<file path="config.mk">
export PLATFORM = sky130hd
export DESIGN_NAME = lcte_div
export DESIGN_NICKNAME = d
export VERILOG_FILES = /design/src/rtl/assert_macros.svh /design/src/rtl/lcte_pkg.sv /design/src/rtl/lcte_div.sv
export SDC_FILE = /design/constraint.sdc
export NUM_CORES = 1
export LEC_CHECK = 0
export ABC_AREA = 0
export BUFFER_PORTS_ARGS = -buffer_cell sky130_fd_sc_hd__buf_4
export CORE_MARGIN = 5
export CORE_UTILIZATION = 50
export DETAILED_ROUTE_END_ITERATION = 8
export PLACE_DENSITY = 0.69
export SYNTH_ARGS = -nofsm -noshare
export SYNTH_HDL_FRONTEND = slang
export SYNTH_SLANG_ARGS = --single-unit
</file>
<file path="constraint.sdc">
create_clock -name clk_i -period 2.7 [get_ports clk_i]
set_input_delay 0.54 -clock clk_i [delete_from_list [all_inputs] [get_ports clk_i]]
set_output_delay 0.54 -clock clk_i [all_outputs]
set_load 0.1 [all_outputs]
</file>
<file path="src/rtl/assert_macros.svh">
// Assertion macros for the tween engine top level.
`ifndef ASSERT_MACROS_SVH
`define ASSERT_MACROS_SVH

// Checks a property on every rising clock edge outside reset.
`define LCTE_ASSERT(name, prop, msg) \
  name: assert property (@(posedge clk_i) disable iff (!rst_ni) prop) else $error(msg);

// Checks that a condition never holds outside reset.
`define LCTE_ASSERT_NEVER(name, cond, msg) \
  name: assert property (@(posedge clk_i) disable iff (!rst_ni) !(cond)) else $error(msg);

`endif

</file>
<file path="src/rtl/lcte_pkg.sv">
// Types, codes and constants shared by the tween engine modules.
package lcte_pkg;

  localparam int unsigned LED_CAP = 64;
  localparam int unsigned PROG_W  = 16;
  localparam int unsigned CFG_W   = 16;

  localparam logic [1:0] REG_LED_COUNT = 2'd0;
  localparam logic [1:0] REG_PERIOD    = 2'd1;
  localparam logic [1:0] REG_ENABLE    = 2'd2;

  typedef enum logic [2:0] {
    CMD_TICK    = 3'd0,
    CMD_START   = 3'd1,
    CMD_KILL    = 3'd2,
    CMD_RESTART = 3'd3,
    CMD_STATUS  = 3'd4
  } cmd_e;

  typedef enum logic [1:0] {
    MODE_IDLE  = 2'd0,
    MODE_DELAY = 2'd1,
    MODE_ANIM  = 2'd2
  } mode_e;

  typedef enum logic [1:0] {
    EV_NONE    = 2'd0,
    EV_DONE    = 2'd1,
    EV_KILLED  = 2'd2,
    EV_INVALID = 2'd3
  } event_e;

  typedef enum logic [2:0] {
    CURVE_LINEAR    = 3'd0,
    CURVE_FLASH     = 3'd1,
    CURVE_SQR_IN    = 3'd2,
    CURVE_SQR_OUT   = 3'd3,
    CURVE_SQR_INOUT = 3'd4
  } ease_e;

  typedef enum logic [3:0] {
    ST_CLEAR,
    ST_IDLE,
    ST_T_RD,
    ST_T_CHK,
    ST_T_DIV,
    ST_T_EASE,
    ST_T_WR,
    ST_C_RD,
    ST_C_WR,
    ST_C_INV
  } top_state_e;

  typedef enum logic [2:0] {
    ES_IDLE,
    ES_MUL,
    ES_F,
    ES_CMUL,
    ES_CADD,
    ES_DONE
  } ease_state_e;

  typedef struct packed {
    logic [1:0]  mode;
    logic [15:0] elapsed;
    logic [23:0] start_col;
    logic [23:0] end_col;
    logic [15:0] tween;
    logic [15:0] delay;
    logic [2:0]  ease;
    logic [15:0] repeats;
    logic        yoyo;
    logic [1:0]  evt;
    logic [23:0] shown;
  } led_entry_t;

  typedef struct packed {
    logic [5:0]  idx;
    logic [23:0] color;
    logic        cv;
    logic [1:0]  led_state;
    logic [1:0]  evt;
    logic        all_done;
    logic        last;
  } result_t;

endpackage

</file>
<file path="src/rtl/lcte_div.sv">
// Restoring divider that forms the Q0.16 tween progress one bit per cycle.
module lcte_div (
  input  logic        clk_i,
  input  logic        rst_ni,
  input  logic        start_i,
  input  logic [15:0] dividend_i,
  input  logic [15:0] divisor_i,
  output logic        done_o,
  output logic [15:0] quot_o
);
  import lcte_pkg::*;

  localparam int unsigned CW = $clog2(PROG_W);

  logic          busy_q;
  logic          done_q;
  logic [CW-1:0] cnt_q;
  logic [15:0]   rem_q;
  logic [15:0]   quot_q;
  logic [15:0]   dsr_q;
  logic [16:0]   trial;
  logic          fits;

  assign trial = {rem_q, 1'b0};
  assign fits  = trial >= {1'b0, dsr_q};

  always_ff @(posedge clk_i or negedge rst_ni) begin
    if (!rst_ni) begin
      busy_q <= 1'b0;
      done_q <= 1'b0;
      cnt_q  <= '0;
    end else begin
      done_q <= 1'b0;
      if (start_i) begin
        busy_q <= 1'b1;
        cnt_q  <= '0;
      end else if (busy_q) begin
        cnt_q <= cnt_q + 1'b1;
        if (cnt_q == CW'(PROG_W - 1)) begin
          busy_q <= 1'b0;
          done_q <= 1'b1;
        end
      end
    end
  end

  always_ff @(posedge clk_i) begin
    if (start_i) begin
      rem_q <= dividend_i;
      dsr_q <= divisor_i;
    end else if (busy_q) begin
      rem_q  <= fits ? 16'(trial - {1'b0, dsr_q}) : trial[15:0];
      quot_q <= {quot_q[14:0], fits};
    end
  end

  assign done_o = done_q;
  assign quot_o = quot_q;

endmodule

</file>
# [Word level (Yosys, flattened, before mapping)]
# Cells that the tools add are included.
[word_totals] wordCells=24 reg_bits=54 in_bits=35 output_inout_bits=17
[op_classes] eq_ne=1 n_bitwise=1 n_lt_le_gt_ge=1 reduce_logical=2 addsub=2 muxes=11
[ops] op="$mux W16" n=3
[ops] op="$ge A17 B16 Y1" n=1
[ops] op="$sub A16 B16 Y16" n=1
[ops] op="$mux W4" n=2
[ops] op="$mux W1" n=6
[ops] op="$add A4 B1 Y4 const B" n=1
[ops] op="$eq A4 B4 Y1 const B" n=1
[ops] op="$reduce_and A2 Y1" n=1
[ops] op="$reduce_bool A2 Y1" n=1
[ops] op="$not A1 Y1" n=1

# [Logic depth before layout (Yosys ltp)]
[logic_depth] depth_word=4 mapped_depth=10 mapped_depth_nobuf=9

# [Worst setup path before layout]
# Ideal clock, no wire load.
[synth_timing] path_kind="register -> register" start="reg rem_q[5]" end="reg rem_q[12] (data pin)" setup_ns=0.258 period_less_slack_ns=2.136 required_ns=2.442 path_stages_with_launch=8 path_slack_ns=0.564 n_path_buf=0 t_arrival_ns=1.878 cell_sequence="edfxtp_1 > ha_1 > a21oi_2 > o21ai_2 > a211oi_4 > a21oi_2 > or4_1 > o221a_1"
[synth_via] elab_chain_len=4 elab_cells_between_ends=5 classes_between="add/sub: 1; order compare: 1; mux: 3"
[synth_rtl] element="from (decl)" line="lcte_div.sv:18" rtl="logic [15:0] rem_q;"
[synth_rtl] element="from (signal assigned)" line="lcte_div.sv:49" rtl="rem_q <= dividend_i;"
[synth_rtl] element="from (signal assigned)" line="lcte_div.sv:52" rtl="rem_q <= fits ? 16'(trial - {1'b0, dsr_q}) : trial[15:0];"
[synth_rtl] element="$sub A16 B16 Y16 / $ge A17 B16 Y1 (equally long branches)" line="lcte_div.sv:52, lcte_div.sv:25"
[synth_rtl] element="$mux W16 *" line="lcte_div.sv:52"
[synth_rtl] element="$mux W16 *" line="lcte_div.sv:51" rtl="end else if (busy_q) begin"
[synth_rtl] element="$mux W16 *" line="lcte_div.sv:48" rtl="if (start_i) begin"
# Mark *: on every way between the ends. The rest lies on a longest branch, timed or not. The select of a mux whose other input is x is not followed.
# A chain may end at the register's enable or synchronous reset.

# [Worst setup path after layout]
[layout_timing] start="reg rem_q[9]" end="reg rem_q[12] (data pin)"
# The elaborated chain is that of the path after synthesis.

==> results.py <==
metrics = {
    "outcome": {
        "status": "finished, final reports clean",
    },
    "setup_path": {
        "reg2regPathDepth": 7,
        "crit_type": "flop to flop",
        "crit_path_start_kind": "flop",
        "crit_path_cell_trace": "ha_1, nand4_1, nor3_2, o21ai_2, a21oi_2, o21ai_4, o221a_1",
        "reg2reg_to": "rem_q[12]$_DFFE_PP_",
        "arrival_ns": 2.55,
        "crit_fanout": 12,
        "rrSetupSlack_ns": 0.22,
        "r2r-start": "rem_q[9]$_DFFE_PP_",
        "slowest_delay_ns": 0.49,
        "critPathLaunch": "rem_q[9]$_DFFE_PP_",
        "slowest_stage": "a21oi_2",
        "endpoint": "rem_q[12]$_DFFE_PP_",
        "crit_required_ns": 2.77,
        "end_kind": "flop",
    },
    "clock_network": {
        "clk_pin_slew_ns": 0.10,
        "clockBufferDepth": 2,
        "cts_buffers": 5,
        "clock_sinks": 54,
        "insertion_delay_ns": 0.31,
        "cts_resized": 0,
        "cts_tree": "built",
        "postCtsSetupBuffers": 0,
        "htree_num_levels": 2,
        "cts-root-buf": "clkbuf_8",
        "postCtsHoldBufs": 0,
    },
    "timing": {
        "fmax_ghz": 0.404,
        "fin_crit_ns": 2.48,
        "worst_hold_slack_ns": 0.396,
        "finalSetupTns_ns": 0,
        "slew_violations": 0,
        "fin_ws_ns": 0.224,
        "skew_ns": 0.00615,
        "fin_crit_sh_pct": 91.7,
        "finalHoldViolCount": 0,
        "tightest_slew_ns": 0.812,
        "finalSetupViolCount": 0,
        "rsz0062_at_grt": "false",
        "relSlewSlack_pct": 45.8,
    },
    "logic_synthesis": {
        "synth_nets": 317,
        "synth_edf_count": 48,
        "synthFlopType": "edfxtp_1",
        "ys_seq_area_share_pct": 52.9,
        "syn_area_um2": 3010,
        "syn-mean-instance-area_um2": 11.4,
        "synthArstFlopShare_pct": 11.1,
        "synth.distinct_cells": 50,
        "synth_warnings": 0,
        "synth-seq-cells": 54,
        "synth_cells": 264,
    },
    "global_routing": {
        "grtUsageMet3_pct": 2.92,
        "antenna_found_initial": 0,
        "grt_max_degree": 29,
        "use_met2_pct": 26.4,
        "grt_usage_pct": 16.9,
        "gr-max-usage-layer": "met2",
        "overflow": 0,
        "grt_pass1_vias": 2035,
        "grt_pass1_wl_um": 9990,
        "met1_usage_pct": 24.0,
    },
    "detailed_routing": {
        "ant_nets": 0,
        "via_per_inst": 5.57,
        "drtIter0Drc": 166,
        "wl_per_cell_um": 16.0,
        "dr_total_vias": 2190,
        "drc": 0,
        "dr.pass1.iters": 4,
        "wirelength_um": 6280,
    },
    "floorplanning": {
        "die-height_um": 87.6,
        "num_rows": 28,
        "placeableCoreArea_um2": 5890,
        "dieArea_um2": 7670,
        "initial_core_util_pct": 51.1,
        "boundaryPins": 52,
        "dieWidth_um": 87.6,
    },
    "place": {
        "placed_cells": 384,
        "hpwl_um": 4590,
        "gp_congestion": 0.890,
        "dp_slack_ns": 0.256,
        "port_buffers": 51,
    },
    "cells_and_area": {
        "nNetsFinal": 370,
        "drive_above_1_share_pct": 25.2,
        "finalNonFillerCells": 393,
        "antenna_cells": 0,
        "fin_util_pct": 61.1,
        "area_delta_synth_final_pct": 19.5,
    },
    "flow_run": {
        "max_cap_viol_count": 0,
    },
    "power_and_ir_drop": {
        "total_leakage_power_nw": 1.47,
        "power.density_nw_per_um2": 977,
        "vdd_drop_max_mv": 0.517,
    },
    "hold_path": {
        "hold_depth": 1,
        "worstHoldPathType": "input port to flop",
    },
}
[synthesized netlist by cell type (3+ instances only)]
master     n  area share (%)
edfxtp_1  48              48
inv_1     21             2.6
nor2_1    18             2.2
ha_1      17             7.1
o21ai_0   14             2.3
nand2_1   13             1.6
nand3_1   11             1.8
xnor2_1   11             3.2
a21oi_1    8             1.3
a31oi_1    8             1.7
nand2b_1   7             1.5
a21oi_2    6             1.7
and2_1     6             1.2
dfrtp_1    6             5.0
xor2_1     6             1.7
clkbuf_1   5            0.62
nor3_1     5            0.83
a211oi_1   4             1.0
a41oi_1    3            0.87
buf_2      3            0.50
nand4_1    3            0.62
o31ai_1    3            0.75
[cell families (layout without fill, tap and decap cells)]
kind of cell             after synthesis  in the layout  synth area share [%]
AO/OA/AOI/OAI                         70             70                  17.4
XOR/XNOR                              17             17                  4.95
adder cells (fa/ha/maj)               18             18                  7.73
buffers and inverters                 32             86                  4.66
flip-flops                            54             54                  52.9
multiplexers                           1              1                 0.333
AND/OR/NAND/NOR                       72             72                  12.0
[cell type report]
cell class	instances	area [um2]
clock buffers	6	93.8
well taps	75	93.8
repair buffers	57	443
multi-input cells	178	1280
clock inverters	2	17.5
fillers	515	2290
inverters	21	78.8
flip-flops and latches	54	1590
[worst max-delay path: cells and delay by family (launching register included)]
kind / cells / cell delay, ns
adder cells (fa/ha/maj): 1 / 0.43
AO/OA/AOI/OAI: 4 / 0.99
flip-flops: 1 / 0.44
AND/OR/NAND/NOR: 2 / 0.39
[through the flow]
stage	instance area [um2]	power, mW
3_3_place_gp	3470	2.96
2_1_floorplan	3010	2.57
5_1_grt	3600	3.74
6_report	3600	3.51
3_5_place_dp	3470	2.98
4_1_cts	3590	3.51
[worst min-delay path by stage]
stage	startpoint	end	slack [ns]
floorplan	rst_ni	busy_q$_DFF_PN0_	0.24
global placement	rst_ni	cnt_q[3]$_DFFE_PN0P_	0.35
detailed placement	rst_ni	cnt_q[3]$_DFFE_PN0P_	0.35
CTS	rst_ni	cnt_q[3]$_DFFE_PN0P_	0.0008
global route	divisor_i[10]	dsr_q[10]$_DFFE_PP_	0.37
finish	divisor_i[4]	dsr_q[4]$_DFFE_PP_	0.40
[sequential cells by signal (all words and copies together) (netlist names)]
signal and cells:
busy_q 1, cnt_q 4, done_o 1, dsr_q 16, quot_o 16, rem_q 16
[where the power goes]
part	switching (mW)	internal [mW]	leakage [nW]	total, mW
registers	0.0934	1.12	0.557	1.22
logic	1.07	0.707	0.855	1.77
clock network	0.280	0.244	0.0569	0.525
total	1.44	2.07	1.47	3.51
[cell usage in the layout (no fill, tap or decap), types with 4 or more instances in the layout]
master    instances
ha_1             17
a21oi_2           6
xor2_1            6
nor3_1            5
nand2b_1          7
a21oi_1           8
nand2_1          13
and2_1            6
clkbuf_8          5
inv_1            21
xnor2_1          11
buf_4            55
o21ai_0          14
dfrtp_1           6
a211oi_1          4
nor2_1           18
a31oi_1           8
nand3_1          11
edfxtp_1         48
[per-layer routing]
metal  up-vias  wire (um)
li1       1079          -
met1      1053       2810
met2        51       3070
met3         7        319
met4         0         84
met5         -          0
No activity file was read; power rests on OpenSTA's default activity.
