**src/rtl/assert_macros.svh**
```systemverilog
// Assertion macros for the tween engine top level.
`ifndef ASSERT_MACROS_SVH
`define ASSERT_MACROS_SVH

// Checks a property on every rising clock edge outside reset.
`define LCTE_ASSERT(name, prop, msg) \
  name: assert property (@(posedge clk_i) disable iff (!rst_ni) prop) else $error(msg);

// Checks that a condition never holds outside reset.
`define LCTE_ASSERT_NEVER(name, cond, msg) \
  name: assert property (@(posedge clk_i) disable iff (!rst_ni) !(cond)) else $error(msg);

`endif

```
**src/rtl/lcte_ram.sv**
```systemverilog
// Generic single-port-write, single-port-read RAM with registered read data.
module lcte_ram #(
  parameter int unsigned WIDTH = 8,
  parameter int unsigned DEPTH = 64
) (
  input  logic                                      clk_i,
  input  logic                                      we_i,
  input  logic [(DEPTH > 1 ? $clog2(DEPTH) : 1)-1:0] waddr_i,
  input  logic [WIDTH-1:0]                          wdata_i,
  input  logic                                      re_i,
  input  logic [(DEPTH > 1 ? $clog2(DEPTH) : 1)-1:0] raddr_i,
  output logic [WIDTH-1:0]                          rdata_o
);

  logic [WIDTH-1:0] mem_q [DEPTH];
  logic [WIDTH-1:0] rdata_q;

  always_ff @(posedge clk_i) begin
    if (we_i) begin
      mem_q[waddr_i] <= wdata_i;
    end
    if (re_i) begin
      rdata_q <= mem_q[raddr_i];
    end
  end

  assign rdata_o = rdata_q;

endmodule

```
**config.mk**
```make
export PLATFORM = sky130hd
export DESIGN_NAME = lcte_ram
export DESIGN_NICKNAME = d
export VERILOG_FILES = /design/src/rtl/assert_macros.svh /design/src/rtl/lcte_ram.sv
export SDC_FILE = /design/constraint.sdc
export NUM_CORES = 1
export LEC_CHECK = 0
export BUFFER_PORTS_ARGS = -buffer_cell sky130_fd_sc_hd__buf_2
export CAP_MARGIN = 10
export CORE_MARGIN = 4
export CORE_UTILIZATION = 45
export CTS_CLUSTER_DIAMETER = 100
export DETAILED_ROUTE_END_ITERATION = 10
export HOLD_SLACK_MARGIN = 0.12
export PLACE_DENSITY = 0.7
export SYNTH_ARGS = -nofsm -noshare
export SYNTH_HDL_FRONTEND = slang
export SYNTH_SLANG_ARGS = --single-unit
```
**constraint.sdc**
```tcl
create_clock -name clk_i -period 3.2 [get_ports clk_i]
set_input_delay 0.16 -clock clk_i [delete_from_list [all_inputs] [get_ports clk_i]]
set_output_delay 0.16 -clock clk_i [all_outputs]
set_load 0.005 [all_outputs]
```
* After elaboration in Yosys (flattened, before gate mapping) *
Memory sizes are Yosys's and may differ from the RTL's. A register that Yosys moved wholly into a read port is not among the register bits.
Index checks and enable logic that the tools add are counted.

word-level totals
  bits in registers = 0
  memory bits (writable) = 512
  input bits = 23
  word-level logic and storage cells = 3
  memories kept = 1

operators by class
  muxes and demuxes = 2

memories
  name   words  width  read ports  clocked after Yosys merged registers in  wr ports  RTL line        RTL
  mem_q  64     8      1           1                                        1         lcte_ram.sv:15  logic [WIDTH-1:0] mem_q [DEPTH];

operator list
  operator  count
  $mux W1   2

* Logic depth before layout (Yosys ltp) *
Gate-level depths: netlist of run 1.

  word-level depth = 2
  mapped depth = 9
  mapped depth without buffers = 5

* Worst setup path before layout of run 1 *
OpenSTA, ideal clock, no wires.

  kind = input to register
  from = input raddr_i[1] (netlist name)
  to = register rdata_q[3] (netlist: rdata_o[3]), read port of mem_q, data pin
  library setup time = 0.266 ns
  arrival = 1.700 ns
  data required time = 2.934 ns
  slack = 1.234 ns
  stages on the path = 7
  path buffers = 3
  path through = buf_4 buf_2 buf_2 mux4_2 mux4_2 o21ai_1 o41ai_1

RTL lines
  item         RTL line        RTL
  from (decl)  lcte_ram.sv:11  input logic [(DEPTH > 1 ? $clog2(DEPTH) : 1)-1:0] raddr_i,
  to (decl)    lcte_ram.sv:16  logic [WIDTH-1:0] rdata_q;

==> results of run 1 <==
[metrics by stage]
stage | worst slack [ns] | total power [mW]
2_1_floorplan | 1.234 | 8.111
3_3_place_gp | 0.5521 | 8.405
3_5_place_dp | 0.6268 | 8.418
4_1_cts | 1.000 | 13.61
5_1_grt | 0.8914 | 13.97
6_report | 0.9397 | 13.53
[power breakdown]
part           internal [mW]  switching, mW  total (mW)  leakage, nW
Combinational          0.273          0.428       0.701         1.76
Clock                   2.89           2.35        5.25        0.687
Sequential              7.56         0.0231        7.58         4.69
[cell usage after synthesis, types with 11 or more instances]
master,number,area [um2]
buf_2,11,55.05
buf_4,13,97.59
clkbuf_1,17,63.81
edfxtp_1,520,15610
mux2_2,13,146.4
mux2i_1,23,230.2
mux4_2,126,2838
nand2_1,19,71.32
nand3_1,13,65.06
nor2_1,83,311.6
nor2b_1,14,87.58
[tightest hold or removal path, delay by kind of cell]
kind / cells / cell delay [ns]
simple gates: 1 / 0.11
buf+inv: 1 / 0.22
compound gates: 1 / 0.07
[worst max path at each step]
| stage | slack, ns | from | end | depth (start not counted) |
|---|---|---|---|---|
| final | 0.94 | mem_q[29][6] | rdata_o[6] | 5 |
| after CTS | 1.00 | mem_q[29][6] | rdata_o[6] | 5 |
| after global routing | 0.89 | waddr_i[1] | mem_q[35][5] | 5 |
| after floorplan | 1.23 | raddr_i[1] | rdata_o[3] | 7 |
| after global placement | 0.55 | raddr_i[0] | rdata_o[7] | 6 |
| after detailed placement | 0.63 | raddr_i[1] | rdata_o[1] | 7 |
[area by class of cell]
class / instances / area [um2] / share of cell area
clock buffer: 63 / 1321 / 0.05788
multi-input combinational: 369 / 4315 / 0.1890
sequential: 520 / 15620 / 0.6841
timing repair buffer: 96 / 737.0 / 0.03228
clock inverter: 21 / 97.59 / 0.004275
tap: 592 / 740.7 / 0.03245
[sequential cells by signal, indices dropped and copies added (netlist names)]
name / count
mem_q: 512
rdata_o: 8
[metal layers]
layer	global-route usage	vias up	share of wire	wire, um
li1	-	4121	-	-
met1	0.2564	5087	0.39	16970
met4	0.05233	4	0.028	1225
met3	0.04344	87	0.095	4149
met5	0	-	0.00062	27
met2	0.2975	483	0.49	21500
[cell families (layout without fill, tap and decap cells)]
kind of cell / count (synthesis) / count (layout) / synth area share
flip-flops: 520 / 520 / 0.7712
AO/OA/AOI/OAI: 54 / 54 / 0.02064
buffers and inverters: 51 / 180 / 0.01563
multiplexers: 162 / 162 / 0.1588
AND/OR/NAND/NOR: 153 / 153 / 0.03374
[what timing repair did]
item                       4_1_cts  5_1_grt
hold endpoints to repair        13       24
gates resized for setup          0        0
setup endpoints to repair        0        0
hold buffers                     4        2
==> results.toml, run 1 <==
[timing]
tightest_slew_ns = 1.219
finalMaxSlewViolations = 0
setup_tns_ns = 0
hold_slack_ns = 0.1696
finalHoldViolations = 0
rsz0062_at_grt = "no"
slew_headroom = 0.1875
max_freq_ghz = 0.4424
min_period_ns = 2.260
worst_clock_skew_ns = 0.02021
finalSetupViolations = 0
final.period_utilization = 0.7063

[worst_setup_path]
cp-end-kind = "register"
cp-start-kind = "register"
crit_required_ns = 3.50
crit_family = "multiplexers"
crit_arrival_ns = 2.56
r2r-start = "mem_q[29][6]"
rrSetupSlack_ns = 0.94
crit_path_max_incr_delay_ns = 0.48
path_cells = "mux4_2 > mux2_2 > o221a_2 > nor3_1 > o32ai_1"
r2r-end = "rdata_o[6]"
path_max_fanout = 1
cpMaxStageDelayCell = "mux4_2"
cp.buffers_inverters = 0
rr_worst_depth = 5
crit_type = "reg2reg"

[logic_synthesis]
ys_async_sr_fraction = 0
yosysWarnings = 0
seq_area_frac_synth = 0.7712
syn_area_per_cell_um2 = 21.54
synthCells = 940
synth_flop_cell = "edfxtp_1"
synth_edf_count = 520
synth_cell_types = 39
syn_area_um2 = 20250
synth_nets = 963
synth-seq-cells = 520

[clock_network]
cts_num_sinks = 520
post_cts_buffers = 0
cts_tree = "built"
cts_root_buf = "clkbuf_16"
clk_pin_slew_ns = 0.07
clkLatencyLatePin_ns = 0.56
clockBufferDepth = 3
cts_buffers = 49
cts_max_level = 2

[finish]
post-route-util = 0.5151
final_cell_mix = "edfxtp_1 (520), mux4_2 (126), nor2_1 (83)"
layout.nets = 1059
instances_no_fill = 1661
areaGrowthSynthToFinish_pct = 12.74
antenna_cells = 0
drive_above_1_share = 0.2713
final_common_cell = "edfxtp_1"
stdcell_area_um2 = 22830
fill_cells = 3452

[floorplanning]
die_area_um2 = 48450
core_um2 = 44320
die_w_um = 220.1
die_h_um = 220.1
start_util = 0.4569
rows = 77
ios = 31

[placement]
dpl.hpwl_um = 27160
dp_cells = 1569
place_congestion = 0.8109
port_buffers = 30
placed_area_um2 = 21310

[hold_path]
min_delay_worst_endpoint = "rdata_o[6]"
hp-start = "raddr_i[5]"
hold_path_class = "in2reg"
worstHoldPathCells = 3

[detailed_routing]
vias_per_cell = 5.889
wl_per_cell_um = 26.42
drtAntennaViolNets = 0
wl_um = 43880
first_pass_iters = 5
drc = 0
vias = 9782
dr.first_iter.drc_count = 1240

[power]
p_leak_nw = 7.129
power_density_nw_per_um2 = 592.5
vdd_drop_max_mv = 0.3883

[global_route]
antenna_found_initial = 2
grt_pass1_vias = 9895
grt_pass1_wl_um = 65580
grt_usage = 0.1848
overflow = 0
grt_max_degree = 65

[job]
drv_cap = 0

[run_status]
status = "finished, final reports clean"
Note: power is estimated with default switching activity, not from simulation.
==> run 2, diff against run 1 <==
- PLACE_DENSITY: 0.7 -> 0.73
- clock period: 3.2 -> 1.9 ns (I/O delays scaled with it)
==> run 2 against run 1 <==
  * The flow now finishes with violations (setup timing)
  * Via count increased by 3.9%
  * Sequential share of layout area is 3.1 points lower
  * Worst setup slack worse by 1.1 ns
  * Clock power grew 84%
  * Utilization up 2.4 points
  * First-iteration DRC count grew 0.48%
  * Routed wire length is 3.6% higher
  * Critical endpoint is now rdata_o[4]
  * Largest cell class unchanged
  * Largest power group unchanged
  * Highest routed layer is now met4
==> results.toml, run 2 (synthesis results as in run 1) <==
[run_status]
status = "finished, violations left"
failed_checks = "setup timing"

[timing]
tightest_slew_ns = 0.7023
rsz0062_at_grt = "yes"
finalHoldViolations = 0
final.period_utilization = 1.061
worst_clock_skew_ns = 0.02107
slew_headroom = 0.5275
hold_slack_ns = 0.1031
min_period_ns = 2.016
finalSetupViolations = 5
setup_ws_ns = -0.1163
finalMaxSlewViolations = 0
max_freq_ghz = 0.4960

[worst_setup_path]
path_cells = "mux4_2 > mux2_4 > o221a_4 > nor3_4 > o32ai_2"
crit_type = "reg2reg"
r2r-start = "mem_q[21][4]"
cp-end-kind = "register"
crit_required_ns = 2.22
cp-start-kind = "register"
cpMaxStageDelayCell = "mux4_2"
crit_path_max_incr_delay_ns = 0.50
path_max_fanout = 1
setup.worst_path.start = "mem_q[21][4]"
crit_arrival_ns = 2.34

[global_route]
grt_max_degree = 65
grt_usage = 0.1932
antenna_found_initial = 1
overflow = 0
grt_pass1_wl_um = 68720
grt_pass1_vias = 10720

[finish]
stdcell_area_um2 = 23890
drive_above_1_share = 0.3475
areaGrowthSynthToFinish_pct = 18.01
largest_reg_flops = 512
final_cell_mix = "edfxtp_1 (520), buf_4 (151), mux4_2 (126)"
final_common_cell = "edfxtp_1"
regMostFlops = "mem_q"
layout.nets = 1161

[floorplanning]
die_area_um2 = 48450
ios = 31
die_w_um = 220.1
core_um2 = 44320
start_util = 0.4569
die_h_um = 220.1
rows = 77

[placement]
dpl.hpwl_um = 29400
place_congestion = 0.8415
placed_area_um2 = 22140
port_buffers = 30

[detailed_routing]
dr.first_iter.drc_count = 1246
vias = 10170
drtAntennaViolNets = 0
wl_um = 45450
wl_per_cell_um = 25.68
drc = 0
first_pass_iters = 5
vias_per_cell = 5.745

[clock_network]
clockBufferDepth = 3
ctsHoldBuffers = 8
post_cts_buffers = 0
cts_tree = "built"
cts_num_sinks = 520
cts_buffers = 51
cts_max_level = 2
clkLatencyLatePin_ns = 0.58
clk_pin_slew_ns = 0.06
cts_root_buf = "clkbuf_16"

[power]
switching_power_mw = 4.880
vdd_drop_max_mv = 0.6738
pwr-share-seq = 0.537
p_leak_nw = 7.784
combPwrFrac = 0.055
power_density_nw_per_um2 = 993.6
pwr-share-clk = 0.408
power_mw = 23.74
power_switching_share = 0.2056
intPower_mw = 18.86

[job]
drv_cap = 0

[hold_path]
hp-start = "raddr_i[5]"
hold_path_class = "in2reg"
[run 2: changes by cell type in the layout (fill, tap and decap cells not counted), moves of 3 or more]
cell,delta
clkbuf_1,-4
clkinv_2,+6
o21ai_2,+3
bufinv_16,+4
buf_12,+4
nor2_1,-3
clkinv_1,+3
buf_4,+94
[run 2: power by group through the flow]
stage                     Combinational [mW]  Clock, mW  Sequential (mW)
after floorplan                        0.678          0             13.0
after global placement                  1.23          0             13.0
after detailed placement                1.26          0             13.0
after CTS                               1.30       9.79             12.8
after global routing                    1.39       10.4             12.8
final                                   1.30       9.68             12.8
[run 2: through the flow]
stage,instances,worst slack [ns],TNS (ns),utilization
after floorplan,940,0.02639,0,-
after global placement,1670,-0.3994,-2.551,0.4996
after detailed placement,1670,-0.4268,-2.726,0.4996
after CTS,1769,-0.1076,-0.4150,0.5382
after global routing,1770,-0.1465,-0.6722,0.5391
final,1770,-0.1163,-0.3660,0.5391
[run 2: timing repair]
item / 4_1_cts / 5_1_grt
gates resized for setup: 12 / 7
endpoints found under the setup margin: 8 / 8
pin swaps: 2 / 0
hold endpoints to repair: 188 / 1
[run 2: area by class of cell]
class / count / area [um2]
Fill cell: 3355 / 20420
Clock buffer: 61 / 1356
Sequential cell: 520 / 15620
Multi-Input combinational cell: 369 / 4400
Clock inverter: 31 / 235.2
Tap cell: 592 / 740.7
Timing Repair Buffer: 196 / 1543
Antenna cell: 1 / 2.502
[run 2: worst paths after layout]
| check | end | slack, ns | depth (start not counted) |
|---|---|---|---|
| worst max-delay path | rdata_o[4] | -0.12 | 5 |
| worst min-delay path | rdata_o[2] | 0.10 | 3 |
| worst max register to register | rdata_o[4] | -0.12 | 5 |
| worst min register to register | rdata_o[7] | 0.91 | 4 |
[run 2: critical path, delay by kind of cell (launching register included)]
family	cells	cell delay, ns
muxes	2	0.80
DFF	1	0.40
AOI/OAI and AO/OA	2	0.38
and+or+nand+nor	1	0.17
[run 2: layer usage]
| metal | vias up | part of all wire | GRT usage | wire [um] |
|---|---|---|---|---|
| met5 | - | 0 | 0 | 0 |
| met4 | 0 | 0.032 | 0.06950 | 1449 |
| met3 | 81 | 0.084 | 0.03985 | 3813 |
| met2 | 449 | 0.49 | 0.3089 | 22110 |
| met1 | 5308 | 0.40 | 0.2670 | 18080 |
| li1 | 4330 | - | - | - |
