$ cat src/rtl/assert_macros.svh
// Assertion macros for the tween engine top level.
`ifndef ASSERT_MACROS_SVH
`define ASSERT_MACROS_SVH

// Checks a property on every rising clock edge outside reset.
`define LCTE_ASSERT(name, prop, msg) \
  name: assert property (@(posedge clk_i) disable iff (!rst_ni) prop) else $error(msg);

// Checks that a condition never holds outside reset.
`define LCTE_ASSERT_NEVER(name, cond, msg) \
  name: assert property (@(posedge clk_i) disable iff (!rst_ni) !(cond)) else $error(msg);

`endif

$ cat src/rtl/lcte_pkg.sv
// Types, codes and constants shared by the tween engine modules.
package lcte_pkg;

  localparam int unsigned LED_CAP = 64;
  localparam int unsigned PROG_W  = 16;
  localparam int unsigned CFG_W   = 16;

  localparam logic [1:0] REG_LED_COUNT = 2'd0;
  localparam logic [1:0] REG_PERIOD    = 2'd1;
  localparam logic [1:0] REG_ENABLE    = 2'd2;

  typedef enum logic [2:0] {
    CMD_TICK    = 3'd0,
    CMD_START   = 3'd1,
    CMD_KILL    = 3'd2,
    CMD_RESTART = 3'd3,
    CMD_STATUS  = 3'd4
  } cmd_e;

  typedef enum logic [1:0] {
    MODE_IDLE  = 2'd0,
    MODE_DELAY = 2'd1,
    MODE_ANIM  = 2'd2
  } mode_e;

  typedef enum logic [1:0] {
    EV_NONE    = 2'd0,
    EV_DONE    = 2'd1,
    EV_KILLED  = 2'd2,
    EV_INVALID = 2'd3
  } event_e;

  typedef enum logic [2:0] {
    CURVE_LINEAR    = 3'd0,
    CURVE_FLASH     = 3'd1,
    CURVE_SQR_IN    = 3'd2,
    CURVE_SQR_OUT   = 3'd3,
    CURVE_SQR_INOUT = 3'd4
  } ease_e;

  typedef enum logic [3:0] {
    ST_CLEAR,
    ST_IDLE,
    ST_T_RD,
    ST_T_CHK,
    ST_T_DIV,
    ST_T_EASE,
    ST_T_WR,
    ST_C_RD,
    ST_C_WR,
    ST_C_INV
  } top_state_e;

  typedef enum logic [2:0] {
    ES_IDLE,
    ES_MUL,
    ES_F,
    ES_CMUL,
    ES_CADD,
    ES_DONE
  } ease_state_e;

  typedef struct packed {
    logic [1:0]  mode;
    logic [15:0] elapsed;
    logic [23:0] start_col;
    logic [23:0] end_col;
    logic [15:0] tween;
    logic [15:0] delay;
    logic [2:0]  ease;
    logic [15:0] repeats;
    logic        yoyo;
    logic [1:0]  evt;
    logic [23:0] shown;
  } led_entry_t;

  typedef struct packed {
    logic [5:0]  idx;
    logic [23:0] color;
    logic        cv;
    logic [1:0]  led_state;
    logic [1:0]  evt;
    logic        all_done;
    logic        last;
  } result_t;

endpackage

$ cat src/rtl/lcte_ease.sv
// Easing unit: turns a progress value and two colors into the blended color.
module lcte_ease (
  input  logic        clk_i,
  input  logic        rst_ni,
  input  logic        start_i,
  input  logic [2:0]  kind_i,
  input  logic [15:0] prog_i,
  input  logic [23:0] start_col_i,
  input  logic [23:0] end_col_i,
  output logic        done_o,
  output logic [23:0] color_o
);
  import lcte_pkg::*;

  ease_state_e state_q, state_d;

  logic [2:0]         kind_q;
  logic [15:0]        p_q;
  logic [23:0]        s_q;
  logic [23:0]        e_q;
  logic [23:0]        color_q;
  logic [34:0]        prod_q;
  logic [32:0]        f_q;
  logic signed [41:0] cprod_q;
  logic [1:0]         ch_q;

  logic [15:0]        u;
  logic [16:0]        mul_a;
  logic [17:0]        mul_b;
  logic [34:0]        prod;
  logic [34:0]        f_calc;
  logic [7:0]         s_ch;
  logic [7:0]         e_ch;
  logic signed [8:0]  diff;
  logic signed [41:0] cprod_d;
  logic signed [41:0] num;
  logic               direct;

  assign u      = {p_q[14:0], 1'b0};
  assign direct = (kind_i == CURVE_FLASH) || (kind_i > CURVE_SQR_INOUT);

  always_comb begin
    if (kind_q == CURVE_SQR_OUT) begin
      mul_a = 17'(p_q);
      mul_b = 18'h20000 - 18'(p_q);
    end else if (kind_q == CURVE_SQR_INOUT && p_q[15]) begin
      mul_a = 17'(u);
      mul_b = 18'(u);
    end else begin
      mul_a = 17'(p_q);
      mul_b = 18'(p_q);
    end
  end

  assign prod = mul_a * mul_b;

  always_comb begin
    if (kind_q == CURVE_LINEAR) begin
      f_calc = 35'({p_q, 17'b0});
    end else if (kind_q == CURVE_SQR_INOUT) begin
      if (p_q[15]) begin
        f_calc = {3'b001, 32'b0} + 35'({u, 17'b0}) - prod_q;
      end else begin
        f_calc = {prod_q[32:0], 2'b0};
      end
    end else begin
      f_calc = {prod_q[33:0], 1'b0};
    end
  end

  always_comb begin
    unique case (ch_q)
      2'd0: begin
        s_ch = s_q[7:0];
        e_ch = e_q[7:0];
      end
      2'd1: begin
        s_ch = s_q[15:8];
        e_ch = e_q[15:8];
      end
      default: begin
        s_ch = s_q[23:16];
        e_ch = e_q[23:16];
      end
    endcase
  end

  assign diff    = $signed({1'b0, e_ch}) - $signed({1'b0, s_ch});
  assign cprod_d = diff * $signed({9'b0, f_q});
  assign num     = $signed({1'b0, s_ch, 33'b0}) + cprod_q;

  always_ff @(posedge clk_i or negedge rst_ni) begin
    if (!rst_ni) begin
      state_q <= ES_IDLE;
    end else begin
      state_q <= state_d;
    end
  end

  always_comb begin
    state_d = state_q;
    unique case (state_q)
      ES_IDLE: begin
        if (start_i) begin
          state_d = direct ? ES_DONE : ES_MUL;
        end
      end
      ES_MUL:  state_d = ES_F;
      ES_F:    state_d = ES_CMUL;
      ES_CMUL: state_d = ES_CADD;
      ES_CADD: state_d = (ch_q == 2'd2) ? ES_DONE : ES_CMUL;
      ES_DONE: state_d = ES_IDLE;
      default: state_d = ES_IDLE;
    endcase
  end

  always_ff @(posedge clk_i) begin
    unique case (state_q)
      ES_IDLE: begin
        if (start_i) begin
          kind_q <= kind_i;
          p_q    <= prog_i;
          s_q    <= start_col_i;
          e_q    <= end_col_i;
          ch_q   <= 2'd0;
          if (kind_i == CURVE_FLASH) begin
            color_q <= prog_i[15] ? end_col_i : start_col_i;
          end else begin
            color_q <= '0;
          end
        end
      end
      ES_MUL:  prod_q <= prod;
      ES_F:    f_q <= f_calc[32:0];
      ES_CMUL: cprod_q <= cprod_d;
      ES_CADD: begin
        unique case (ch_q)
          2'd0:    color_q[7:0]   <= num[40:33];
          2'd1:    color_q[15:8]  <= num[40:33];
          default: color_q[23:16] <= num[40:33];
        endcase
        ch_q <= ch_q + 2'd1;
      end
      default: ;
    endcase
  end

  assign done_o  = (state_q == ES_DONE);
  assign color_o = color_q;

endmodule
$ cat config.mk
export PLATFORM = sky130hd
export DESIGN_NAME = lcte_ease
export DESIGN_NICKNAME = d
export VERILOG_FILES = /design/src/rtl/assert_macros.svh /design/src/rtl/lcte_pkg.sv /design/src/rtl/lcte_ease.sv
export SDC_FILE = /design/constraint.sdc
export NUM_CORES = 2
export LEC_CHECK = 0
export ABC_AREA = 1
export BUFFER_PORTS_ARGS = -buffer_cell sky130_fd_sc_hd__buf_2
export CORE_MARGIN = 4
export CORE_UTILIZATION = 60
export CTS_BUF_LIST = sky130_fd_sc_hd__clkbuf_4 sky130_fd_sc_hd__clkbuf_8
export DETAILED_ROUTE_END_ITERATION = 10
export PLACE_DENSITY_LB_ADDON = 0.08
export SLEW_MARGIN = 20
export SYNTH_ARGS = -nofsm -noshare
export SYNTH_HDL_FRONTEND = slang
export SYNTH_SLANG_ARGS = --single-unit
$ cat constraint.sdc
create_clock -name clk_i -period 7 [get_ports clk_i]
set_input_delay 0 -clock clk_i [delete_from_list [all_inputs] [get_ports clk_i]]
set_output_delay 0 -clock clk_i [all_outputs]
set_load 0.005 [all_outputs]
Yosys cells after proc, flatten, opt, wreduce, memory -nomap -nowiden:

Index checks and enable logic that the tools add are counted.

* bitwise operators: 2
* mux-type cells: 22
* equal/unequal tests: 14
* reduce and logical (&&, ||, !) cells: 13
* $add $sub $neg: 6
* $mul: 2
* magnitude comparators: 1

Operator list (number)
* 2-to-1 mux 33 bit: 3
* 2-to-1 mux 24 bit: 3
* one-hot mux 24 bit (2 select lines): 1
* adder 41 bit: 1
* multiplier 9 x 34 -> 41 bit: 1
* adder 33 bit, first input constant: 1
* multiplier 17 x 18 -> 33 bit: 1
* subtractor 33 bit: 1
* 2-to-1 mux 16 bit: 2
* one-hot mux 8 bit (2 select lines): 2
* 2-to-1 mux 8 bit: 3
* 2-to-1 mux 18 bit: 1
* subtractor 18 x 16 -> 18 bit, first input constant: 1
* 2-to-1 mux 17 bit: 1
* one-hot mux 3 bit (5 select lines): 1
* equality test 3 x 2 -> 1 bit, second input constant: 3
* equality test 3 bit, second input constant: 3
* 2-to-1 mux 3 bit: 3
* AND reduction 3 bit: 3
* subtractor 8 x 8 -> 9 bit: 1
* equality test 3 x 1 -> 1 bit, second input constant: 2
* zero test 3 bit: 2
* != test 2 x 1 -> 1 bit, second input constant: 2
* != test 2 bit, second input constant: 2
* 14 further kinds: 16

* input port bits: 70
* flip-flop bits (word level): 203
* output and inout bits: 25
* word-level logic and storage cells: 74

Depth between registers and ports, before layout:

* depth after elaboration: 5
* mapped depth: 39
* mapped depth without buffers: 37

Worst setup path after synthesis:

Ideal clock, no wire load.

* path kind: register to register
* start: reg ch_q[0]
* end: reg cprod_q[36], data pin
* data arrival time: 6.697 ns
* setup time: 0.252 ns
* clock period less this slack: 6.950 ns
* cell stages (with the launch flop): 33
* slack: 0.050 ns
* buffers on the path: 3
* data required time: 6.748 ns
* cell sequence: edfxtp_1 inv_1 ha_1 clkbuf_1 nor2_1 clkbuf_1 nand2_1 nand3_1 ha_1 inv_1 fa_1 nand3_1 nand2_1 nand2_1 o21ai_1 xor2_1 inv_2 buf_2 nor2_1 fa_1 fa_1 fa_1 fa_1 ha_1 ha_1 nand2_1 nor2_1 nand3_1 or2_2 o221ai_1 nor2_1 nand3_1 nand2_1

* cells in the longest elaborated chain, start to end: 4
* elaborated cells on any way between the ends: 6
* those cells by class: add/sub (1); mul (1); eq/ne (1); mux (2); reduce/logical (1)

Ends and longest elaborated chain
* start, declared: RTL line lcte_ease.sv:25 `logic [1:0] ch_q;`
* start signal, assigned: RTL line lcte_ease.sv:142 `ch_q <= ch_q + 2'd1;`
* equality test 2 x 1 -> 1 bit / zero test 2 bit (equally long branches): RTL line lcte_ease.sv:72 `unique case (ch_q)`
* one-hot mux 8 bit (2 select lines): RTL line lcte_ease.sv:72
* subtractor 8 x 8 -> 9 bit (*): RTL line lcte_ease.sv:88 `assign diff = $signed({1'b0, e_ch}) - $signed({1'b0, s_ch});`
* multiplier 9 x 34 -> 41 bit (*): RTL line lcte_ease.sv:89 `assign cprod_d = diff * $signed({9'b0, f_q});`
* via cprod_d[36]: RTL line lcte_ease.sv:35 `logic signed [41:0] cprod_d;`
* end signal, assigned: RTL line lcte_ease.sv:135 `ES_CMUL: cprod_q <= cprod_d;`
* end, declared: RTL line lcte_ease.sv:24 `logic signed [41:0] cprod_q;`

Mark *: on every way through the listed nets, which the timed path passes. The rest lies on a longest branch.
A chain may end at the register's enable or synchronous reset.

Worst setup path in the final report:

* start: reg p_q[1]
* end: reg prod_q[28], data pin

* cells in the longest elaborated chain, start to end: 3
* elaborated cells on any way between the ends: 6
* those cells by class: add/sub (1); mul (1); mux (4)

Ends and longest elaborated chain
* start, declared: RTL line lcte_ease.sv:18 `logic [15:0] p_q;`
* start signal, assigned: RTL line lcte_ease.sv:122 `p_q <= prog_i;`
* subtractor 18 x 16 -> 18 bit / 2-to-1 mux 16 bit (equally long branches): RTL line lcte_ease.sv:45, lcte_ease.sv:46
* 2-to-1 mux 18 bit / 2-to-1 mux 17 bit (equally long branches): RTL line lcte_ease.sv:43 `if (kind_q == CURVE_SQR_OUT) begin`
* multiplier 17 x 18 -> 33 bit (*): RTL line lcte_ease.sv:55 `assign prod = mul_a * mul_b;`
* via prod[28]: RTL line lcte_ease.sv:30 `logic [34:0] prod;`
* end signal, assigned: RTL line lcte_ease.sv:133 `ES_MUL: prod_q <= prod;`
* end, declared: RTL line lcte_ease.sv:22 `logic [34:0] prod_q;`

Marked as above.

==> results.txt <==
----------------------------------------------------
[Place]
  Post-Place Worst Slack ... -0.0499 ns
  Dpl cells ... slightly above 4000
  Routability Congestion ... 1.04
  Detailed placer's ending HPWL ... 69.2 mm
  PortBufs ... 94

[Layout]
  Ratio of cells with drive above 1 in the final layout ... roughly 15%
  Leading cell types in the layout, fill and taps excluded ... sky130_fd_sc_hd__inv_1, sky130_fd_sc_hd__nand2_1, sky130_fd_sc_hd__fa_1
  # fillers ... 3588
  Multi-input gate area in the final layout ... 0.0206 mm^2
  Area of all sequential standard cells ... 0.00509 mm^2
  Core utilization of the finished layout ... 70.3%
  Commonest non-fill, non-tap cell in the layout ... sky130_fd_sc_hd__inv_1
  Final net count ... 4346
  Area growth, synth to finish ... 15.5%
  Non-filler instance count after layout ... 4197

[Setup path]
  Slack of the worst reg-to-reg path ... 0.11 ns
  Worst flop-to-flop path startpoint ... p_q[1]
  CP Capture Type ... flip-flop
  Cell depth of the worst flop-to-flop path ... 33
  Worst path bufs/invs ... 9
  Required time at the endpoint of the critical path ... 7.31 ns
  Slowest stage delay, CP ... 0.57 ns
  Crit path max fanout ... 7
  Startpoint type of the worst setup path ... flip-flop
  Worst path top cell family by delay ... adder cells
  Endpoint of the worst-slack reg-to-reg timing path ... prod_q[28]
  Arrival time at the worst endpoint ... 7.20 ns
  Slowest cell on crit path ... sky130_fd_sc_hd__fa_1
  Worst setup path class ... flip-flop to flip-flop

[Drt]
  Total wire length ... 83.2 mm
  Total iterations of the first detailed-routing run ... 5
  Drt first-iter violations ... 1981
  Vias ... 23700
  ANT nets after route ... 0
  Final routed DRC violation total ... 0
  Average detailed-routed wire length per instance ... 19.8 um
  Average via count per standard cell ... 5.64

[Clock tree]
  Deepest clock path buffer count ... 2
  Clock-pin slew of the registers on the worst-case setup and hold paths ... ~0.11 ns
  Sink count of the clock tree ... between 150 and 200
  Clock tree from TritonCTS ... done
  Total clock buffers created by CTS ... 17
  Clock latency on the worst-skew pair ... 0.56 ns
  Clock root buffer ... sky130_fd_sc_hd__clkbuf_8
  H-Tree Depth ... 4

[Timing]
  Final hold violation count ... 0
  Relative slew slack ... 31.1%
  Peak clock frequency supported by timing ... 0.145 GHz
  Share of the clock period used by the worst path after layout ... 98.4%
  Shortest clock period the worst path allows after layout ... 6.89 ns
  Pin slew with the least headroom to its limit ... 1.03 ns
  Final worst setup slack ... around 0.11 ns
  Pins over their slew limit ... 0
  Setup-violating endpoint count in the final report ... 0
  Setup repair after global routing missed its margin ... yes
  Worst Clk Skew ... between 0.03 and 0.04 ns

[Yosys]
  Flop and latch count out of synthesis ... 170
  Top_reg_cell synth ... sky130_fd_sc_hd__edfxtp_1
  Post-synthesis instance area ... 0.0277 mm^2
  Yosys warnings ... 0
  Number of synthesized flops with an enable pin ... 167
  Part of the Yosys area used for sequential elements ... 18.3%
  Post-synthesis cell type count ... 58
  Fraction of registers with async set/reset ... approximately 1.8%
  Avg Synthesized Cell Area ... 8.48 um^2
  Cell count after synthesis ... around 3300

[Floorplan]
  Top-level I/O count ... 95
  Core outline area ... approximately 0.046 mm^2
  Initial standard-cell utilization of the core ... roughly three fifths
  Total Die Area ... 0.0497 mm^2
  Die span in y ... between 200 and 250 um
  Die Wd ... roughly 220 um
  Number of rows in the core area ... 78

[Global routing]
  Via count of the first global-routing pass ... 24700
  Maximum number of pins on one net before global-route repair ... between 60 and 70
  Total congestion overflow after global routing ... 0
  Global-route wire length before repair ... 131 mm
  Overall Global Routing Usage ... between 30% and 40%
  Antenna violations before repair ... 0

[Hold path]
  Type of the worst min-delay path ... input pin to flip-flop
  Worst hold path depth ... 1
  Capture endpoint of the worst hold path ... p_q[15]
  Startpoint of the lowest-slack hold path ... prog_i[15]

[Status]
  Result of the run ... finished clean

[Job]
  # Max-Cap Violations ... 0

----------------------------------------------------
## flip-flops by register name, indices dropped and copies added, names as in the netlist
| name | count |
|---|---|
| p_q | 16 |
| state_q | 3 |
| s_q | 24 |
| f_q | 33 |
| e_q | 24 |
| prod_q | 33 |
| ch_q | 2 |
| cprod_q | 8 |
| color_o | 24 |
| kind_q | 3 |
## metrics by stage
step	setup TNS, ns	hold slack, ns	area [um^2]
3_5_place_dp	-0.161	-0.177	30000
5_1_grt	-0.774	0.0834	32000
2_1_floorplan	0	-0.296	27800
3_3_place_gp	-0.0273	-0.176	30000
4_1_cts	0	0.0483	31200
6_report	0	0.0960	32000
## how the worst max path moves through the flow
stage | depth (start not counted) | endpoint | startpoint
after floorplan | 32 | cprod_q[36] | ch_q[0]
after global placement | 30 | prod_q[32] | kind_q[2]
final | 33 | prod_q[28] | p_q[1]
after detailed placement | 28 | cprod_q[39] | ch_q[0]
after global routing | 33 | prod_q[28] | p_q[1]
after CTS | 33 | prod_q[28] | p_q[1]
## final cells by class
class | count | share of cell area, %
well taps | 600 | 2.34
multi-input cells | 2389 | 64.2
clock inverters | 13 | 0.402
inverters | 645 | 7.62
clock buffers | 19 | 0.796
diodes | 1 | 0.00781
repair buffers | 360 | 8.72
flip-flops and latches | 170 | 15.9
## worst reg2reg max path, delay by kind of cell (launching register included)
kind                       cells  cell delay [ns]
xor gates and xnor gates       1             0.06
buffers and inverters          9             0.80
and+or+nand+nor               13             1.60
adders and majority gates      8             3.50
DFF                            1             0.48
AOI/OAI and AO/OA              2             0.22
## cell families after synthesis
group                    count (synthesis)  synth area share [%]
buffers and inverters                  724                  10.0
flip-flops                             170                  18.3
XOR/XNOR                                57                  1.80
adder cells (fa/ha/maj)                693                  43.2
multiplexers                            21                 0.758
AND/OR/NAND/NOR                       1238                  18.2
AO/OA/AOI/OAI                          365                  7.62
other                                    2                0.0271
## cells in the mapped netlist, types with 3 or more instances
master                       n  area [um^2]
sky130_fd_sc_hd__inv_2      24         90.1
sky130_fd_sc_hd__nor2_1    442         1660
sky130_fd_sc_hd__nor3_1     30          150
sky130_fd_sc_hd__nand2_2    10         62.6
sky130_fd_sc_hd__nand3_2     5         50.1
sky130_fd_sc_hd__ha_1      252         3150
sky130_fd_sc_hd__a21boi_0    3         22.5
sky130_fd_sc_hd__edfxtp_1  167         5010
sky130_fd_sc_hd__o221ai_1    5         43.8
sky130_fd_sc_hd__nand3_1   101          505
sky130_fd_sc_hd__a21oi_2     3         26.3
sky130_fd_sc_hd__o211ai_1    8         60.1
sky130_fd_sc_hd__buf_1      10         37.5
sky130_fd_sc_hd__nor4_1      6         37.5
sky130_fd_sc_hd__nand4_1    20          125
sky130_fd_sc_hd__o21ai_2    15          131
sky130_fd_sc_hd__o21a_1      5         37.5
sky130_fd_sc_hd__xor2_1     39          342
sky130_fd_sc_hd__a31oi_1     9         56.3
sky130_fd_sc_hd__clkbuf_1   38          143
sky130_fd_sc_hd__o21ai_1    10         50.1
sky130_fd_sc_hd__a22oi_1     7         52.6
sky130_fd_sc_hd__o22ai_1    10         62.6
sky130_fd_sc_hd__buf_2      24          120
sky130_fd_sc_hd__a21oi_1   141          706
sky130_fd_sc_hd__mux2i_1    21          210
sky130_fd_sc_hd__nand2_1   594         2230
sky130_fd_sc_hd__buf_4       5         37.5
sky130_fd_sc_hd__nor2_2      4         25.0
sky130_fd_sc_hd__o21bai_1   11         82.6
sky130_fd_sc_hd__nand3b_1    4         30.0
sky130_fd_sc_hd__or2_1       3         18.8
sky130_fd_sc_hd__a21o_1      8         60.1
sky130_fd_sc_hd__or2_2       8         50.1
sky130_fd_sc_hd__dfrtp_1     3         75.1
sky130_fd_sc_hd__fa_1      441         8830
sky130_fd_sc_hd__inv_1     620         2330
sky130_fd_sc_hd__a22o_1      8         70.1
sky130_fd_sc_hd__a211oi_1    3         22.5
sky130_fd_sc_hd__xnor2_1    18          158
sky130_fd_sc_hd__o21ai_0   113          566
## routing by layer
layer	GRT usage [%]	vias to the layer above	share of wire [%]	routed length, um
met5	0	-	0	0
met4	16.2	0	5.7	4760
met3	5.79	243	6.7	5550
met2	56.8	980	49	40400
met1	42.1	11600	39	32500
li1	-	10800	-	-
## timing repair
action,4_1_cts,5_1_grt
pin swaps,0,65
gates cloned,0,0
buffers inserted,3,27
endpoints found under the setup margin,6,27
hold buffers,69,0
hold endpoints to repair,97,0
resized for setup,2,193
Power is not shown: default switching activity piles up to over one toggle a cycle in this logic, so the estimate is an artifact.
